**src/hdl/assert_macros.svh**
```systemverilog
// assertion helpers included by sha256_stream_hash.sv
`ifndef ASSERT_MACROS_SVH
`define ASSERT_MACROS_SVH

`ifndef SYNTHESIS

// property must hold at every rising edge outside reset
`define ASSERT_AT(lbl, clk, rst_n, prop, msg) \
  lbl: assert property (@(posedge clk) disable iff (!rst_n) (prop)) else $error(msg);

// condition must never be seen outside reset
`define ASSERT_NEVER(lbl, clk, rst_n, cond, msg) \
  lbl: assert property (@(posedge clk) disable iff (!rst_n) !(cond)) else $error(msg);

`else

`define ASSERT_AT(lbl, clk, rst_n, prop, msg)
`define ASSERT_NEVER(lbl, clk, rst_n, cond, msg)

`endif

`endif

```
**src/hdl/sha256_pkg.sv**
```systemverilog
`default_nettype none

package sha256_pkg;

  localparam int unsigned BlockBits = 512;
  localparam int unsigned Rounds    = 64;

  typedef logic [31:0] word_t;

  // round constants
  localparam word_t RoundK [Rounds] = '{
    32'h428A2F98, 32'h71374491, 32'hB5C0FBCF, 32'hE9B5DBA5,
    32'h3956C25B, 32'h59F111F1, 32'h923F82A4, 32'hAB1C5ED5,
    32'hD807AA98, 32'h12835B01, 32'h243185BE, 32'h550C7DC3,
    32'h72BE5D74, 32'h80DEB1FE, 32'h9BDC06A7, 32'hC19BF174,
    32'hE49B69C1, 32'hEFBE4786, 32'h0FC19DC6, 32'h240CA1CC,
    32'h2DE92C6F, 32'h4A7484AA, 32'h5CB0A9DC, 32'h76F988DA,
    32'h983E5152, 32'hA831C66D, 32'hB00327C8, 32'hBF597FC7,
    32'hC6E00BF3, 32'hD5A79147, 32'h06CA6351, 32'h14292967,
    32'h27B70A85, 32'h2E1B2138, 32'h4D2C6DFC, 32'h53380D13,
    32'h650A7354, 32'h766A0ABB, 32'h81C2C92E, 32'h92722C85,
    32'hA2BFE8A1, 32'hA81A664B, 32'hC24B8B70, 32'hC76C51A3,
    32'hD192E819, 32'hD6990624, 32'hF40E3585, 32'h106AA070,
    32'h19A4C116, 32'h1E376C08, 32'h2748774C, 32'h34B0BCB5,
    32'h391C0CB3, 32'h4ED8AA4A, 32'h5B9CCA4F, 32'h682E6FF3,
    32'h748F82EE, 32'h78A5636F, 32'h84C87814, 32'h8CC70208,
    32'h90BEFFFA, 32'hA4506CEB, 32'hBEF9A3F7, 32'hC67178F2
  };

  // initial hash values
  localparam word_t InitH [8] = '{
    32'h6A09E667, 32'hBB67AE85, 32'h3C6EF372, 32'hA54FF53A,
    32'h510E527F, 32'h9B05688C, 32'h1F83D9AB, 32'h5BE0CD19
  };

  localparam logic [7:0] PadByte = 8'h80;

  // rotate right by a constant amount
  function automatic word_t ror32(input word_t x, input int unsigned n);
    return (x >> n) | (x << (32 - n));
  endfunction

endpackage

`default_nettype wire

```
**src/hdl/sha256_stream_hash.sv**
```systemverilog
// channel  | direction | handshake          | payload
// ---------+-----------+--------------------+---------------------------------------
// in_      | input     | in_valid/in_stall  | in_req_type, in_message_byte
// out_     | output    | out_valid/out_stall| out_digest_word, out_word_index,
//          |           |                    | out_last_word
//
// a message byte is taken while in_stall is low; the 64th byte of a block starts a
// compression (64 rounds on the shared round unit plus the chaining add) while
// in_stall is high.
// end of message: padding bytes up to the block end, one or two compressions,
// then eight digest words, one per cycle without stall.
// rst_n is synchronous; it restores the initial hash values and empties the block.
// out_stall holds the current digest word in place; in_stall stays high meanwhile.
`default_nettype none
`include "assert_macros.svh"

module sha256_stream_hash (
  input  wire logic        clk,
  input  wire logic        rst_n,
  input  wire logic        in_valid,
  output logic             in_stall,
  input  wire logic        in_req_type,
  input  wire logic [7:0]  in_message_byte,
  output logic             out_valid,
  input  wire logic        out_stall,
  output logic [31:0]      out_digest_word,
  output logic [2:0]       out_word_index,
  output logic             out_last_word
);

  localparam logic [2:0] ST_IDLE  = 3'd0;
  localparam logic [2:0] ST_PAD   = 3'd1;
  localparam logic [2:0] ST_ROUND = 3'd2;
  localparam logic [2:0] ST_ADD   = 3'd3;
  localparam logic [2:0] ST_OUT   = 3'd4;

  logic [2:0]  state_r, state_nxt;
  logic [5:0]  fill_r, fill_nxt;
  logic [5:0]  rnd_r, rnd_nxt;
  logic [2:0]  idx_r, idx_nxt;
  logic [63:0] bits_r, bits_nxt;
  logic        fin_r, fin_nxt;
  logic        len_ok_r, len_ok_nxt;
  logic [sha256_pkg::BlockBits-1:0] blk_r, blk_nxt;
  sha256_pkg::word_t h_r [8];
  sha256_pkg::word_t h_nxt [8];
  sha256_pkg::word_t v_r [8];
  sha256_pkg::word_t v_nxt [8];

  logic        in_acc;
  logic        out_acc;
  logic        byte_wr;
  logic [7:0]  byte_val;
  logic [63:0] len_shift;
  logic [7:0]  pad_val;

  sha256_pkg::word_t w0, w1, w9, w14, s0, s1, w_new;
  sha256_pkg::word_t big0, big1, ch, maj, t1, t2;

  assign in_acc  = in_valid && !in_stall;
  assign out_acc = out_valid && !out_stall;

  // handshake and result port
  assign in_stall        = (state_r != ST_IDLE);
  assign out_valid       = (state_r == ST_OUT);
  assign out_digest_word = h_r[idx_r];
  assign out_word_index  = idx_r;
  assign out_last_word   = (idx_r == 3'd7);

  // padding byte: zeros, then the big-endian bit count in the last eight slots
  assign len_shift = bits_r >> {~fill_r[2:0], 3'b000};
  assign pad_val   = (len_ok_r && fill_r >= 6'd56) ? len_shift[7:0] : 8'h00;

  // message schedule taps from the 16-word window
  assign w0    = blk_r[511:480];
  assign w1    = blk_r[479:448];
  assign w9    = blk_r[223:192];
  assign w14   = blk_r[63:32];
  assign s0    = sha256_pkg::ror32(w1, 7) ^ sha256_pkg::ror32(w1, 18) ^ (w1 >> 3);
  assign s1    = sha256_pkg::ror32(w14, 17) ^ sha256_pkg::ror32(w14, 19) ^ (w14 >> 10);
  assign w_new = s1 + w9 + s0 + w0;

  // shared round unit
  assign big1 = sha256_pkg::ror32(v_r[4], 6) ^ sha256_pkg::ror32(v_r[4], 11)
              ^ sha256_pkg::ror32(v_r[4], 25);
  assign ch   = (v_r[4] & v_r[5]) ^ (~v_r[4] & v_r[6]);
  assign t1   = v_r[7] + big1 + ch + sha256_pkg::RoundK[rnd_r] + w0;
  assign big0 = sha256_pkg::ror32(v_r[0], 2) ^ sha256_pkg::ror32(v_r[0], 13)
              ^ sha256_pkg::ror32(v_r[0], 22);
  assign maj  = (v_r[0] & v_r[1]) ^ (v_r[0] & v_r[2]) ^ (v_r[1] & v_r[2]);
  assign t2   = big0 + maj;

  // sequencer
  always_comb begin
    state_nxt  = state_r;
    fill_nxt   = fill_r;
    rnd_nxt    = rnd_r;
    idx_nxt    = idx_r;
    bits_nxt   = bits_r;
    fin_nxt    = fin_r;
    len_ok_nxt = len_ok_r;
    blk_nxt    = blk_r;
    h_nxt      = h_r;
    v_nxt      = v_r;
    byte_wr    = 1'b0;
    byte_val   = 8'h00;

    unique case (state_r)
      ST_IDLE: begin
        if (in_acc) begin
          byte_wr = 1'b1;
          if (in_req_type) begin
            byte_val   = sha256_pkg::PadByte;
            fin_nxt    = 1'b1;
            len_ok_nxt = (fill_r < 6'd56);
            state_nxt  = ST_PAD;
          end else begin
            byte_val = in_message_byte;
            bits_nxt = bits_r + 64'd8;
          end
        end
      end
      ST_PAD: begin
        byte_wr  = 1'b1;
        byte_val = pad_val;
      end
      ST_ROUND: begin
        blk_nxt  = {blk_r[479:0], w_new};
        v_nxt[7] = v_r[6];
        v_nxt[6] = v_r[5];
        v_nxt[5] = v_r[4];
        v_nxt[4] = v_r[3] + t1;
        v_nxt[3] = v_r[2];
        v_nxt[2] = v_r[1];
        v_nxt[1] = v_r[0];
        v_nxt[0] = t1 + t2;
        rnd_nxt  = rnd_r + 6'd1;
        if (rnd_r == 6'd63) begin
          state_nxt = ST_ADD;
        end
      end
      ST_ADD: begin
        for (int i = 0; i < 8; i++) begin
          h_nxt[i] = h_r[i] + v_r[i];
        end
        if (!fin_r) begin
          state_nxt = ST_IDLE;
        end else if (len_ok_r) begin
          idx_nxt   = 3'd0;
          state_nxt = ST_OUT;
        end else begin
          len_ok_nxt = 1'b1;
          state_nxt  = ST_PAD;
        end
      end
      ST_OUT: begin
        if (out_acc) begin
          idx_nxt = idx_r + 3'd1;
          if (idx_r == 3'd7) begin
            h_nxt      = sha256_pkg::InitH;
            bits_nxt   = 64'd0;
            fin_nxt    = 1'b0;
            len_ok_nxt = 1'b0;
            state_nxt  = ST_IDLE;
          end
        end
      end
      default: begin
        state_nxt = ST_IDLE;
      end
    endcase

    // byte insertion into the block shift line; a full block starts the rounds
    if (byte_wr) begin
      blk_nxt  = {blk_r[503:0], byte_val};
      fill_nxt = fill_r + 6'd1;
      if (fill_r == 6'd63) begin
        rnd_nxt   = 6'd0;
        v_nxt     = h_r;
        state_nxt = ST_ROUND;
      end
    end
  end

  // control registers
  always_ff @(posedge clk) begin
    if (!rst_n) begin
      state_r  <= ST_IDLE;
      fill_r   <= 6'd0;
      rnd_r    <= 6'd0;
      idx_r    <= 3'd0;
      bits_r   <= 64'd0;
      fin_r    <= 1'b0;
      len_ok_r <= 1'b0;
      h_r      <= sha256_pkg::InitH;
    end else begin
      state_r  <= state_nxt;
      fill_r   <= fill_nxt;
      rnd_r    <= rnd_nxt;
      idx_r    <= idx_nxt;
      bits_r   <= bits_nxt;
      fin_r    <= fin_nxt;
      len_ok_r <= len_ok_nxt;
      h_r      <= h_nxt;
    end
  end

  // datapath registers
  always_ff @(posedge clk) begin
    blk_r <= blk_nxt;
    v_r   <= v_nxt;
  end

  // checks
  `ASSERT_NEVER(a_out_while_in, clk, rst_n, out_valid && !in_stall, "input open while digest out")
  `ASSERT_AT(a_last_round, clk, rst_n, (state_r == ST_ROUND && rnd_r == 6'd63) |=> (state_r == ST_ADD), "round count overrun")
  `ASSERT_AT(a_out_empty, clk, rst_n, (state_r == ST_OUT) |-> (fill_r == 6'd0 && fin_r), "digest out with partial block")
  `ASSERT_AT(a_end_pads, clk, rst_n, (in_acc && in_req_type) |=> (state_r == ST_PAD || state_r == ST_ROUND), "end of message not padded")

endmodule

`default_nettype wire
```
**config.mk**
```make
export PLATFORM = sky130hd
export DESIGN_NAME = sha256_stream_hash
export DESIGN_NICKNAME = d
export VERILOG_FILES = /design/src/hdl/sha256_pkg.sv /design/src/hdl/sha256_stream_hash.sv
export VERILOG_INCLUDE_DIRS = /design/src /design/src/hdl
export SDC_FILE = /design/constraint.sdc
export NUM_CORES = 2
export LEC_CHECK = 0
export ABC_AREA = 1
export BUFFER_PORTS_ARGS = -buffer_cell sky130_fd_sc_hd__buf_4
export CAP_MARGIN = 40
export CORE_MARGIN = 1
export CORE_UTILIZATION = 32
export DETAILED_ROUTE_END_ITERATION = 7
export GPL_TIMING_DRIVEN = 0
export MAX_ROUTING_LAYER = met4
export PLACE_DENSITY = 0.58
export SYNTH_ARGS = -nofsm -noshare
export SYNTH_HDL_FRONTEND = slang
export SYNTH_SLANG_ARGS = --single-unit
```
**constraint.sdc**
```tcl
create_clock -name clk -period 21.4 [get_ports clk]
set_input_delay 4.28 -clock clk [delete_from_list [all_inputs] [get_ports clk]]
set_output_delay 4.28 -clock clk [all_outputs]
set_load 0.01 [all_outputs]
```
==> flow_metrics.tcl <==
set metrics [dict create \
    syn2layout_area_growth_pct 13.3 \
    ys_ff_latch 1105 \
    vias 82500 \
    irDropWorstVdd_uv 109 \
    cts_max_path_buffers 3 \
    netlist_area_um2 79500 \
    r2r-end "v_r[243]" \
    switching_share_pct 46.0 \
    postCtsSetupBuffers 0 \
    finalMaxSlewViolations 0 \
    path_class "reg2reg" \
    die_w_um 500 \
    finClkSkew_ps 50.6 \
    cts_buffers 136 \
    hold_viol 0 \
    p_per_area_nw_per_um2 111 \
    cts_sinks 1105 \
    cts-root-buf "clkbuf_16" \
    synth_commonest_cells "nand2_1 (3034), inv_1 (1317), a21oi_1 (1006), o21ai_0 (945), nor2_1 (655)" \
    seq_power_share_pct 26.4 \
    rsz0062_at_grt "no" \
    power.share.clock_pct 24.2 \
    finalSetupViolCount 0 \
    p_sw_mw 4.61 \
    hpwlAfterDp_um 338000 \
    start_util_pct 32.3 \
    die_h_um 500 \
    worstHoldPathType "reg2reg" \
    ys_types 69 \
    synthArstFlopShare_pct 0 \
    arrival_ps 11120 \
    core-area_um2 246000 \
    drt_iter0_drc 12100 \
    yosysMostFrequentCell "nand2_1" \
    cap_violations 0 \
    vias_per_cell 5.60 \
    synth_top_flop_cell "dfxtp_1" \
    cp-endpoint "v_r[243]" \
    postSynthAreaPerCell_um2 7.24 \
    yosys_warnings 0 \
    detail_route.wl_per_cell_um 28.0 \
    ys_seq_area_share_pct 34.3 \
    ioPinCount 51 \
    setup_ws_ps 10920 \
    antenna_left 0 \
    grt_pass1_wl_um 570000 \
    synth_cells 11000 \
    crit_path_start "rnd_r[0]" \
    synth_area_leaders "edfxtp_1 (19%), dfxtp_1 (15%), nand2_1 (14%)" \
    place.gp.congestion 1.09 \
    fin_setup_tns_ps 0 \
    cts_max_level 4 \
    drc 0 \
    crit_slowest_cell "xnor2_1" \
    cts.repair.resized 0 \
    min_period_over_period_pct 49.0 \
    cp-start-kind "flip-flop" \
    drive_above_1_share_pct 5.05 \
    fin_nets 11900 \
    grt_antenna_before_repair 34 \
    p_leak_nw 38.8 \
    cp.required_ps 22050 \
    die-area_um2 250000 \
    r2r_cells 31 \
    fin_crit_ps 10480 \
    crit_fanout 10 \
    place_ws_ps 11470 \
    hold_buffers 0 \
    overflow 0 \
    dr.pass1.iters 7 \
    cts_tree "yes" \
    relSlewSlack_pct 24.9 \
    worstMarginPinSlew_ps 1130 \
    insertion_delay_ps 860 \
    grt_pass1_vias 74800 \
    synth_edf_count 512 \
    numPortBuffers 50 \
    reg2reg_slack_ps 10920 \
    combPwrFrac_pct 49.4 \
    synth_top_area_share_pct 19.3 \
    grt_use_total_pct 32.9 \
    totalWireLength_um 412000 \
    crit-reg2reg-launch "rnd_r[0]" \
    synth_nets 11600 \
    max_stage_delay_ps 750 \
    synth_top_cell_by_area "edfxtp_1" \
    row_count 182 \
    max_freq_ghz 0.0955 \
    status "completed" \
    clk_pin_slew_ps 50 \
    p_int_mw 5.42 \
    grt_max_degree 66 \
    critical_path.endpoint_type "flip-flop" \
]
-- cells by family (layout without fill, tap and decap cells) --
group | Yosys count | in the layout | synth area share (%)
adder cells (fa/ha/maj) | 598 | 598 | 11.3
XOR/XNOR | 369 | 369 | 4.07
AO/OA/AOI/OAI | 2633 | 2633 | 18.9
AND/OR/NAND/NOR | 4422 | 4422 | 22.6
other | 0 | 23 | 0
buffers and inverters | 1846 | 2254 | 8.87
flip-flops | 1105 | 1105 | 34.3
-- how the worst min path moves through the flow --
stage	from	to	slack, ps	depth (start not counted)
6_report	fill_r[5]	fill_r[5]	440	1
5_1_grt	fill_r[5]	fill_r[5]	460	1
4_1_cts	fill_r[5]	fill_r[5]	440	1
3_5_place_dp	fill_r[5]	fill_r[5]	430	1
3_3_place_gp	fill_r[5]	fill_r[5]	430	1
2_1_floorplan	fill_r[5]	fill_r[5]	410	1
-- flip-flops by register name, indices dropped and copies added, names as in the netlist --
register and cells:
fill_r 6, v_r 256, fin_r 1, h_r 256
bits_r 61, rnd_r 6, blk_r 512, state_r 3
out_word_index 3, len_ok_r 1
-- per-stage QoR --
stage | instance area, µm² | utilization (%) | hold slack [ps] | cells | power (mW)
2_1_floorplan | 79500 | - | 412 | 11000 | 5.83
3_3_place_gp | 84000 | 34.1 | 434 | 14300 | 7.54
3_5_place_dp | 85400 | 34.7 | 428 | 14400 | 7.44
4_1_cts | 89900 | 36.5 | 436 | 14700 | 9.88
5_1_grt | 90000 | 36.5 | 456 | 14700 | 10.6
6_report | 90000 | 36.5 | 435 | 14700 | 10.0
-- per-layer routing --
layer | share of wire [%] | GRT usage, % | vias up | routed length [µm]
met2 | 39 | 43.9 | 4903 | 162000
met4 | 4.7 | 13.6 | 0 | 19400
met1 | 44 | 46.5 | 39500 | 182000
met3 | 12 | 8.10 | 757 | 49400
met5 | 0 | - | - | 0
li1 | - | - | 37300 | -
-- cells in the final DEF, fill, tap and decap left out, types with 26 or more instances in the layout --
cell / instances
o21ai_0: 944
ha_1: 400
buf_2: 121
nor3_1: 127
o221ai_1: 156
clkinv_2: 26
fa_1: 197
buf_6: 36
nand2_1: 3033
a21o_1: 44
a31oi_1: 83
buf_4: 63
nand4_1: 119
o21bai_1: 48
o211ai_1: 164
a21boi_0: 33
clkbuf_16: 138
xnor2_1: 171
buf_8: 34
a21oi_1: 1006
xor2_1: 198
dfxtp_1: 593
nor2_1: 655
inv_1: 1317
clkbuf_1: 395
nand3_1: 376
o21a_1: 29
or2_2: 30
edfxtp_1: 512
-- power by group through the flow --
stage          registers, mW  logic [mW]  clock network, mW
6_report                2.65        4.96               2.43
5_1_grt                 2.67        5.41               2.52
4_1_cts                 2.65        4.79               2.44
3_5_place_dp            2.69        4.75                  0
3_3_place_gp            2.77        4.77                  0
2_1_floorplan           2.69        3.14                  0
-- final cells by class --
type / instances / area [µm²]
clock inverters: 71 / 872
well taps: 3312 / 4140
repair buffers: 166 / 1800
inverters: 1340 / 5030
clock buffers: 171 / 3640
fillers: 26600 / 156000
diodes: 23 / 57.6
multi-input cells: 8022 / 45200
flip-flops and latches: 1105 / 27200
plain buffers: 506 / 2040
-- worst max-delay path, delay by kind of cell, from the launching register on --
kind | cells | cell delay [ps]
adders and majority gates | 6 | 2670
AOI/OAI and AO/OA | 9 | 2600
and+or+nand+nor | 9 | 1560
buffers and inverters | 5 | 1550
xor gates and xnor gates | 2 | 1310
DFF | 1 | 540
Note: power is estimated with default switching activity, not from simulation.
